`config.mk`:
```
export PLATFORM = sky130hd
export DESIGN_NAME = bpa_ctrl
export DESIGN_NICKNAME = d
export VERILOG_FILES = /design/src/bpa_pkg.sv /design/src/bpa_ctrl.sv
export SDC_FILE = /design/constraint.sdc
export NUM_CORES = 1
export LEC_CHECK = 0
export ABC_AREA = 1
export BUFFER_PORTS_ARGS = -buffer_cell sky130_fd_sc_hd__buf_2
export CAP_MARGIN = 15
export CORE_MARGIN = 10
export CORE_UTILIZATION = 50
export DETAILED_ROUTE_END_ITERATION = 6
export MAX_ROUTING_LAYER = met4
export PLACE_DENSITY = 0.84
export SLEW_MARGIN = 20
export SYNTH_ARGS = -nofsm -noshare
export SYNTH_HDL_FRONTEND = slang
export SYNTH_SLANG_ARGS = --single-unit
```
`constraint.sdc`:
```
create_clock -name clk -period 3.6 [get_ports clk]
set_input_delay 0.54 -clock clk [delete_from_list [all_inputs] [get_ports clk]]
set_output_delay 0.54 -clock clk [all_outputs]
set_load 0.05 [all_outputs]
```
`src/bpa_pkg.sv`:
```
package bpa_pkg;

    // Command codes of a request
    localparam logic [2:0] CMD_INIT   = 3'd0;
    localparam logic [2:0] CMD_ALLOC  = 3'd1;
    localparam logic [2:0] CMD_FREE   = 3'd2;
    localparam logic [2:0] CMD_RETAIN = 3'd3;
    localparam logic [2:0] CMD_QUERY  = 3'd4;

    localparam logic [3:0]  NOT_HEAD = 4'hF;
    localparam logic [15:0] REF_MAX  = 16'hFFFF;

    typedef enum logic [2:0] {
        ST_OK      = 3'd0,
        ST_NOFREE  = 3'd1,
        ST_BADORD  = 3'd2,
        ST_IGNORED = 3'd3,
        ST_DROPPED = 3'd4
    } status_t;

    typedef enum logic [1:0] {
        KIND_FREE  = 2'd0,
        KIND_ALLOC = 2'd1,
        KIND_RES   = 2'd2
    } kind_t;

    // One page descriptor word
    typedef struct packed {
        kind_t       kind;
        logic [3:0]  hord;
        logic [15:0] refc;
    } pword_t;

    // Datapath micro-operations
    typedef enum logic [4:0] {
        OP_IDLE    = 5'd0,
        OP_DEC     = 5'd1,
        OP_SWEEP   = 5'd2,
        OP_CARVE   = 5'd3,
        OP_PUSHA   = 5'd4,
        OP_PUSHB   = 5'd5,
        OP_SRCH    = 5'd6,
        OP_SPLSEL  = 5'd7,
        OP_UNLA    = 5'd8,
        OP_UNLB    = 5'd9,
        OP_SPLHALF = 5'd10,
        OP_MARK    = 5'd11,
        OP_PGCHK   = 5'd12,
        OP_MRG0    = 5'd13,
        OP_MRG1    = 5'd14,
        OP_MRGUP   = 5'd15,
        OP_FIN     = 5'd16
    } op_t;

    typedef struct packed {
        op_t     op;
        logic    st_we;
        status_t st;
    } ctl_t;

    typedef struct packed {
        logic is_init;
        logic is_alloc;
        logic is_page;
        logic page_in;
        logic order_bad;
        logic head_empty;
        logic f_last;
        logic f_gt;
        logic carve_more;
        logic sweep_last;
        logic mark_last;
        logic need_merge;
        logic merge_stop;
        logic merge_ok;
        logic out_free;
    } dp_stat_t;

endpackage

```
`src/bpa_ctrl.sv`:
```
module bpa_ctrl
    import bpa_pkg::*;
(
    input  logic     clk,
    input  logic     rst_n,
    input  logic     in_valid,
    output logic     in_ready,
    input  dp_stat_t stat,
    output ctl_t     ctl
);

    typedef enum logic [16:0] {
        S_IDLE    = 17'b00000000000000001,
        S_DEC     = 17'b00000000000000010,
        S_SWEEP   = 17'b00000000000000100,
        S_CARVE   = 17'b00000000000001000,
        S_PUSHA   = 17'b00000000000010000,
        S_PUSHB   = 17'b00000000000100000,
        S_SRCH    = 17'b00000000001000000,
        S_SPLIT   = 17'b00000000010000000,
        S_UNLA    = 17'b00000000100000000,
        S_UNLB    = 17'b00000001000000000,
        S_SPLHALF = 17'b00000010000000000,
        S_MARK    = 17'b00000100000000000,
        S_PGCHK   = 17'b00001000000000000,
        S_MRG0    = 17'b00010000000000000,
        S_MRG1    = 17'b00100000000000000,
        S_MRGUP   = 17'b01000000000000000,
        S_FIN     = 17'b10000000000000000
    } state_t;

    // Which sequence a shared push or unlink returns to
    typedef enum logic [2:0] {
        CX_RESET = 3'd0,
        CX_INIT  = 3'd1,
        CX_SPLIT = 3'd2,
        CX_FINAL = 3'd3,
        CX_MERGE = 3'd4
    } ctx_t;

    state_t state_reg, state_next;
    ctx_t   ctx_reg, ctx_next;

    always_ff @(posedge clk or negedge rst_n)
    begin
        if (!rst_n)
        begin
            state_reg <= S_SWEEP;
            ctx_reg   <= CX_RESET;
        end
        else
        begin
            state_reg <= state_next;
            ctx_reg   <= ctx_next;
        end
    end

    assign in_ready = (state_reg == S_IDLE);

    // Next state and micro-op
    always_comb
    begin
        state_next = state_reg;
        ctx_next   = ctx_reg;
        ctl.op     = OP_IDLE;
        ctl.st_we  = 1'b0;
        ctl.st     = ST_OK;
        case (state_reg)
            S_IDLE:
            begin
                ctl.op = OP_IDLE;
                if (in_valid)
                    state_next = S_DEC;
            end
            S_DEC:
            begin
                ctl.op = OP_DEC;
                if (stat.is_init)
                begin
                    ctx_next   = CX_INIT;
                    state_next = S_SWEEP;
                end
                else if (stat.is_alloc)
                begin
                    if (stat.order_bad)
                    begin
                        ctl.st_we  = 1'b1;
                        ctl.st     = ST_BADORD;
                        state_next = S_FIN;
                    end
                    else
                        state_next = S_SRCH;
                end
                else if (stat.is_page && stat.page_in)
                    state_next = S_PGCHK;
                else
                    state_next = S_FIN;
            end
            S_SWEEP:
            begin
                ctl.op = OP_SWEEP;
                if (stat.sweep_last)
                    state_next = (ctx_reg == CX_RESET) ? S_IDLE : S_CARVE;
            end
            S_CARVE:
            begin
                ctl.op = OP_CARVE;
                if (!stat.carve_more)
                begin
                    ctl.st_we  = 1'b1;
                    ctl.st     = ST_OK;
                    state_next = S_FIN;
                end
                else
                    state_next = S_PUSHA;
            end
            S_PUSHA:
            begin
                ctl.op     = OP_PUSHA;
                state_next = S_PUSHB;
            end
            S_PUSHB:
            begin
                ctl.op = OP_PUSHB;
                case (ctx_reg)
                    CX_INIT:  state_next = S_CARVE;
                    CX_SPLIT: state_next = S_SPLIT;
                    default:  state_next = S_FIN;
                endcase
            end
            S_SRCH:
            begin
                ctl.op = OP_SRCH;
                if (!stat.head_empty)
                    state_next = S_SPLIT;
                else if (stat.f_last)
                begin
                    ctl.st_we  = 1'b1;
                    ctl.st     = ST_NOFREE;
                    state_next = S_FIN;
                end
            end
            S_SPLIT:
            begin
                ctl.op     = OP_SPLSEL;
                ctx_next   = stat.f_gt ? CX_SPLIT : CX_FINAL;
                state_next = S_UNLA;
            end
            S_UNLA:
            begin
                ctl.op     = OP_UNLA;
                state_next = S_UNLB;
            end
            S_UNLB:
            begin
                ctl.op = OP_UNLB;
                case (ctx_reg)
                    CX_SPLIT: state_next = S_SPLHALF;
                    CX_FINAL: state_next = S_MARK;
                    default:  state_next = S_MRGUP;
                endcase
            end
            S_SPLHALF:
            begin
                ctl.op     = OP_SPLHALF;
                state_next = S_PUSHA;
            end
            S_MARK:
            begin
                ctl.op = OP_MARK;
                if (stat.mark_last)
                begin
                    ctl.st_we  = 1'b1;
                    ctl.st     = ST_OK;
                    state_next = S_FIN;
                end
            end
            S_PGCHK:
            begin
                ctl.op     = OP_PGCHK;
                state_next = stat.need_merge ? S_MRG0 : S_FIN;
            end
            S_MRG0:
            begin
                ctl.op     = OP_MRG0;
                ctx_next   = CX_MERGE;
                state_next = stat.merge_stop ? S_PUSHA : S_MRG1;
            end
            S_MRG1:
            begin
                ctl.op     = OP_MRG1;
                state_next = stat.merge_ok ? S_UNLA : S_PUSHA;
            end
            S_MRGUP:
            begin
                ctl.op     = OP_MRGUP;
                state_next = S_MRG0;
            end
            S_FIN:
            begin
                ctl.op = OP_FIN;
                if (stat.out_free)
                    state_next = S_IDLE;
            end
            default:
            begin
                state_next = S_IDLE;
            end
        endcase
    end

    // An accepted request is decoded in the next cycle
    a_accept_dec: assert property (@(posedge clk) disable iff (!rst_n)
        (state_reg == S_IDLE && in_valid) |=> state_reg == S_DEC)
        else $error("accepted request not decoded");

    // Power-up clearing returns to idle
    a_clear_done: assert property (@(posedge clk) disable iff (!rst_n)
        (state_reg == S_SWEEP && ctx_reg == CX_RESET && stat.sweep_last)
        |=> state_reg == S_IDLE)
        else $error("clearing pass did not end in idle");

    // Final push of a merge closes the request
    a_merge_fin: assert property (@(posedge clk) disable iff (!rst_n)
        (state_reg == S_PUSHB && ctx_reg == CX_MERGE) |=> state_reg == S_FIN)
        else $error("merge push did not finish");

endmodule

```
==> summary.md, run 1 <==
| Metric | Value |
|---|---|
| Initial core utilization | 51.1% |
| Clock network fraction of design power | 21.0% |
| Mapped Nets | 245 |
| CTS Sinks | 20 |
| Die H | 75.4 um |
| Met2 Use GR | 25.8% |
| Worst stage delay on the critical path | 0.41 ns |
| GRT Total Usage | 16.0% |
| # rows | 20 |
| Commonest non-fill, non-tap cell in the layout | nand2_1 |
| WP buf/inv | 3 |
| Die area | 0.00569 mm^2 |
| Pwr dens | 504 mW/mm^2 |
| Port bufs | 26 |
| Static Leak | 0.987 nW |
| Register share of total power | 32.1% |
| Syn-to-layout area delta | 14.1% |
| Met3 usage | 1.95% |
| Power Internal | 496 uW |
| Clk slew on worst S/H paths | 0.12 ns |
| Most common flop cell mapped by yosys | dfrtp_1 |
| GPL Wtd Cong | 1.07 |
| Max rail drop VDD | 0.000298 V |
| Initial drt markers | 126 |
| Worst r2r src | state_reg[3]$_DFFE_PN0P_ |
| CTS resizes | 0 |
| Combinational share of power | 46.8% |
| Die X-Extent | 75.4 um |
| CTS root buf | clkbuf_4 |
| Max clock buf depth | 2 |
| Worst-skew pair later-pin latency | 0.31 ns |
| # DRC | 0 |
| WS Path Type | reg -> out |
| Fillers | 287 |
| Final hold violations | 0 |
| TritonCTS Buffers | 3 |
| Vias in the first global route | 1555 |
| Crit Path Max Fanout | 4 |
| Slew Limit Fails | 0 |
| H-tree depth | 1 |
| Synthesis-stage register bit count | 20 |
| Largest net degree at the start of global routing | 21 |
| Most frequent cells in the layout | nand2_1 (44), nor2_1 (31), inv_1 (31) |
| Share of layout cells above drive strength 1 | 28.1% |
| HPWL Detailed | 3300 um |
| Gr ovfl total | 0 |
| Fmax | 380 MHz |
| Max cap viols | 0 |
| Post-Synthesis Cell Area | 0.00154 mm^2 |
| Drt wl/cell | 14.0 um |
| Total Wirelength | 4030 um |
| CP required | 3.06 ns |
| Setup violations, final | 0 |
| Final period util | 73.2% |
| Setup bufs post-CTS | 0 |
| Crit path time final | 2.63 ns |
| Yosys warns | 0 |
| Core Box Area | 0.00300 mm^2 |
| Syn Area/Cell | 6.76 um^2 |
| Routed vias/inst | 5.39 |
| HP Class | in -> async |
| ANT cells | 0 |
| Crit path max-delay family | simple AND/OR/NAND/NOR gates |
| Startpoint Class | register |
| Io pins | 28 |
| Worst path arrival time | 2.09 ns |
| Detail Route Antenna Nets | 0 |
| Finished Core Util | 58.3% |
| Sw Pwr | 386 uW |
| CTS Hold Buffers Added | 0 |
| Cell variety after synth | 30 |
| Status | finished, final reports clean |
| Top Usage Layer GRT | met2 |
| Post-synthesis sequential area ratio | 32.7% |
| DR pass1 iterations | 4 |
| Via Count | 1558 |
| Slowest cell on crit path | dfrtp_1 |
| Final net count | 275 |
| Slew headroom | 63.8% |
| Critical path, cell by cell | inv_2 > nand2_2 > nor3_1 > inv_1 > nor2_2 > nand2_1 > nor2_1 > or3_1 > buf_2 |
| Worst-Margin Slew | 0.539 ns |
| Initial antenna violation count | 0 |
| Post-synth EDFFs | 0 |
| Met1 Use GR | 20.1% |
| CTS tree | yes |
| Worst Skew | 0.00939 ns |
| Max reg flops | 17 |
| Setup TNS | 0 ns |
| Asr flop ratio synth | 100% |
| Unrepaired setup endpoints after global routing | false |
| CP startpoint | state_reg[3]$_DFFE_PN0P_ |
| Post-Synthesis Cells | 227 |
| CP endpoint kind | output port |
| Switching share of total power | 43.8% |
| First-pass GRT wire length | 6930 um |
-- logic make-up after synthesis --
family / count (synthesis) / share of synthesized area [%]
buffers and inverters: 40 / 10.0
other: 1 / 0.244
flip-flops: 20 / 32.7
AND/OR/NAND/NOR: 141 / 47.4
AO/OA/AOI/OAI: 25 / 9.62
-- final timing paths --
check | end | slack [ns] | cells after the start
setup / recovery | ctl[3] | 0.97 | 9
hold / removal | state_reg[1]$_DFFE_PN0P_ | 0.15 | 1
setup reg to reg | state_reg[16]$_DFFE_PN0P_ | 1.92 | 11
hold reg to reg | state_reg[15]$_DFFE_PN0P_ | 0.55 | 1
max in group asynchronous | state_reg[2]$_DFFE_PN1P_ | 3.12 | 1
min in group clk | state_reg[14]$_DFFE_PN0P_ | 0.38 | 2
-- layout make-up --
type / count / area [um^2] / area share (%)
Inverter: 39 / 146 / 8.36
Tap cell: 33 / 41.3 / 2.36
Sequential cell: 20 / 502 / 28.6
Clock buffer: 3 / 22.5 / 1.29
Timing Repair Buffer: 26 / 130 / 7.43
Clock inverter: 1 / 30.0 / 1.71
Multi-Input combinational cell: 167 / 880 / 50.2
-- through the flow --
| stage | power, mW | cells | setup WS (ns) | area, um^2 | hold WS (ns) |
|---|---|---|---|---|---|
| floorplan | 0.606 | 227 | 0.855 | 1540 | 0.244 |
| global placement | 0.693 | 285 | 1.38 | 1700 | 0.508 |
| detailed placement | 0.694 | 285 | 1.34 | 1700 | 0.509 |
| CTS | 0.884 | 289 | 0.961 | 1750 | 0.158 |
| global route | 0.950 | 289 | 0.774 | 1750 | 0.173 |
| finish | 0.883 | 289 | 0.967 | 1750 | 0.149 |
-- per-layer routing --
metal	vias to the layer above	share of wire [%]
li1	786	-
met1	700	48
met2	61	44
met3	11	5.2
met4	0	2.8
met5	-	0
-- worst reg2reg max path: cells and delay by family (launching register included) --
| kind | cells | cell delay, ns |
|---|---|---|
| flops | 1 | 0.41 |
| buf+inv | 2 | 0.20 |
| simple gates | 9 | 1.02 |
-- power by group through the flow --
stage	sequential [mW]	combinational (mW)	clock, mW
2_1_floorplan	0.282	0.325	0
3_3_place_gp	0.287	0.407	0
3_5_place_dp	0.287	0.407	0
4_1_cts	0.283	0.411	0.190
5_1_grt	0.287	0.466	0.196
6_report	0.284	0.413	0.186
-- cell usage after synthesis, types with 3 or more instances --
| master | count | area share (%) |
|---|---|---|
| dfrtp_1 | 19 | 31 |
| nor3_1 | 12 | 3.9 |
| o21ai_0 | 14 | 4.6 |
| o21ai_2 | 3 | 1.7 |
| nor2_4 | 6 | 4.4 |
| nor2_2 | 8 | 3.3 |
| nand3_2 | 3 | 2.0 |
| inv_2 | 8 | 2.0 |
| nor2_1 | 31 | 7.6 |
| nand4_1 | 8 | 3.3 |
| nand2_1 | 44 | 11 |
| nand3_1 | 10 | 3.3 |
| nand2_2 | 9 | 3.7 |
| inv_1 | 31 | 7.6 |
Note: power is estimated with default switching activity, not from simulation.
==> inputs of run 2 (changes only) <==
==> constraint.sdc (replaced) <==
create_clock -name clk -period 2.6 [get_ports clk]
set_input_delay 0.39 -clock clk [delete_from_list [all_inputs] [get_ports clk]]
set_output_delay 0.39 -clock clk [all_outputs]
set_load 0.05 [all_outputs]
==> run 2 against run 1 <==
  * The run now ends with hold timing left
  * Clock-buffer cell count is the same
  * Register-to-register slack lost 1.0 ns
  * Core utilization grew 0.42 points
  * First-iteration DRC count grew 60%
  * Final cell count is the same
  * Clock skew shrank 0.0015 ns
  * Critical path depth is the same
  * Via count grew 4.0%
  * Power grew 40%
  * Combinational power grew 41%
  * Largest cell class unchanged
==> summary.md, run 2 (same netlist as run 1, synthesis figures left out) <==
| Metric | Value |
|---|---|
| Status | complete, but fails checks |
| Violated checks | hold timing |
| Worst stage delay on the critical path | 0.59 ns (+0.18 ns) |
| CTS tree | yes |
| Final period util | 96.2% |
| Pwr dens | 703 mW/mm^2 (+39%) |
| Slowest cell on crit path | dfstp_2 |
| Gr ovfl total | 0 (unchanged) |
| Max layer used | met4 |
| Share of layout cells above drive strength 1 | 28.5% (+0.39 points) |
| Crit path time final | 2.50 ns |
| Static Leak | 0.989 nW (+0.20%) |
| GPL Wtd Cong | 1.07 (about the same) |
| Slew Limit Fails | 0 (unchanged) |
| # rows | 20 (unchanged) |
| Overall power | 1.24 mW (+40%) |
| Port bufs | 26 (unchanged) |
| Max cap viols | 0 (unchanged) |
| Final hold slack | -0.00629 ns (-0.156 ns) |
| Setup TNS | 0 ns (unchanged) |
| Most frequent cells in the layout | nand2_1 (44), inv_1 (31), nor2_1 (30) |
| Worst path arrival time | 2.11 ns (+0.02 ns) |
| TritonCTS Buffers | 3 (unchanged) |
| Commonest non-fill, non-tap cell in the layout | nand2_1 |
| Detail Route Antenna Nets | 0 (unchanged) |
| Initial core utilization | 51.1% (unchanged) |
| # DRC | 0 (unchanged) |
| CTS Sinks | 20 (unchanged) |
| Clk slew on worst S/H paths | 0.13 ns (about the same) |
| Startpoint Class | register |
| Worst Skew | 0.00788 ns (-0.00151 ns) |
| Drt wl/cell | 14.4 um (+3.3%) |
| Max rail drop VDD | 0.000391 V (+31%) |
| Initial drt markers | 201 (+60%) |
| CP required | 2.21 ns (-0.85 ns) |
| Setup violations, final | 0 (unchanged) |
| Core Box Area | 0.00300 mm^2 (unchanged) |
| H-tree depth | 1 (unchanged) |
| Met2 wire length | 1900 um (+7.1%) |
| M1 WL | 1890 um (-2.7%) |
| Vias in the first global route | 1570 (+0.96%) |
| Met3 WL | 289 um (+38%) |
| CTS Hold Buffers Added | 0 (unchanged) |
| Fillers | 290 (+1.0%) |
| Io pins | 28 (unchanged) |
| Worst-skew pair later-pin latency | 0.32 ns (about the same) |
| Max clock buf depth | 2 (unchanged) |
| Die X-Extent | 75.4 um (unchanged) |
| Slew headroom | 62.9% (-0.88 points) |
| HPWL Detailed | 3390 um (+2.7%) |
| GRT Total Usage | 15.9% (-0.13 points) |
| Critical path, cell by cell | inv_2 > nand2_2 > nor2_4 > nand2_2 > nor2_4 > nand2_1 > o21ai_1 > or3_1 > clkbuf_4 |
| ANT cells | 0 (unchanged) |
| Unrepaired setup endpoints after global routing | false |
| Total Wirelength | 4170 um (+3.3%) |
| HP Class | in -> async |
| Die H | 75.4 um (unchanged) |
| Fmax | 400 MHz |
| CP endpoint kind | output port |
| DR pass1 iterations | 4 (unchanged) |
| Final net count | 275 (unchanged) |
| WS Path Type | reg -> out |
| Final hold violations | 11 (+11) |
| Syn-to-layout area delta | 14.9% |
| Max reg flops | 17 (unchanged) |
| Crit path max-delay family | simple AND/OR/NAND/NOR gates |
| Crit Path Max Fanout | 6 (+2) |
| WP buf/inv | 2 (-1) |
| Routed vias/inst | 5.61 (+4.0%) |
| First-pass GRT wire length | 6910 um (-0.30%) |
| CTS root buf | clkbuf_4 |
| Initial antenna violation count | 0 (unchanged) |
| Largest net degree at the start of global routing | 21 (unchanged) |
| Via Count | 1620 (+4.0%) |
| Worst-Margin Slew | 0.552 ns (+0.0131 ns) |
| Die area | 0.00569 mm^2 (unchanged) |
==> run 2: cell count changes in the layout (fill, tap and decap cells not counted) <==
cell / before / now
buf_2: 26 / 24
o21ai_1: 2 / 3
o21ai_0: 14 / 13
nor2_1: 31 / 30
nor2_4: 6 / 7
clkbuf_4: 3 / 5
==> run 2: repair_timing <==
action,CTS,global route
buffers inserted,0,0
resized for setup,0,5
endpoints found under the setup margin,0,2
==> run 2: power breakdown <==
part / leakage, nW / internal, mW / switching, mW
clock: 0.0279 / 0.156 / 0.106
combinational: 0.693 / 0.180 / 0.402
sequential: 0.268 / 0.354 / 0.0416
==> run 2: layout make-up <==
class                      count  area (um^2)  area share [%]
clock buffer                   3         22.5            1.28
tap                           33         41.3            2.34
timing repair buffer          26          135            7.66
inverter                      39          146            8.30
sequential                    20          502            28.4
multi-input combinational    167          887            50.3
clock inverter                 1         30.0            1.70
==> run 2: metal layers <==
layer / up-vias / GRT usage, %
met5: - / -
met4: 0 / 6.80
met3: 9 / 2.47
met2: 86 / 25.7
met1: 745 / 19.2
li1: 780 / -
==> run 2: worst paths after layout <==
check,start,end,slack [ns],cells after the start
min reg2reg,ctx_reg[1]$_DFFE_PN0P_,state_reg[15]$_DFFE_PN0P_,0.57,1
min in group clk,stat[2],state_reg[14]$_DFFE_PN0P_,0.22,2
max reg2reg,state_reg[7]$_DFFE_PN0P_,state_reg[16]$_DFFE_PN0P_,0.88,9
max,state_reg[2]$_DFFE_PN1P_,ctl[3],0.1,9
min,rst_n,state_reg[1]$_DFFE_PN0P_,-0.006,1
max in group asynchronous,rst_n,state_reg[2]$_DFFE_PN1P_,2.27,1
==> run 2: per-stage QoR <==
stage | util (%) | setup WS, ns | std cells | hold slack (ns) | area [um^2]
finish | 58.8 | 0.0990 | 289 | -0.00629 | 1760
global route | 58.8 | 0.00271 | 289 | 0.0262 | 1760
CTS | 58.3 | 0.0577 | 289 | 0.0107 | 1750
detailed placement | 56.6 | 0.438 | 285 | 0.362 | 1700
global placement | 56.6 | 0.530 | 285 | 0.357 | 1700
floorplan | - | 0.00542 | 227 | 0.0944 | 1540
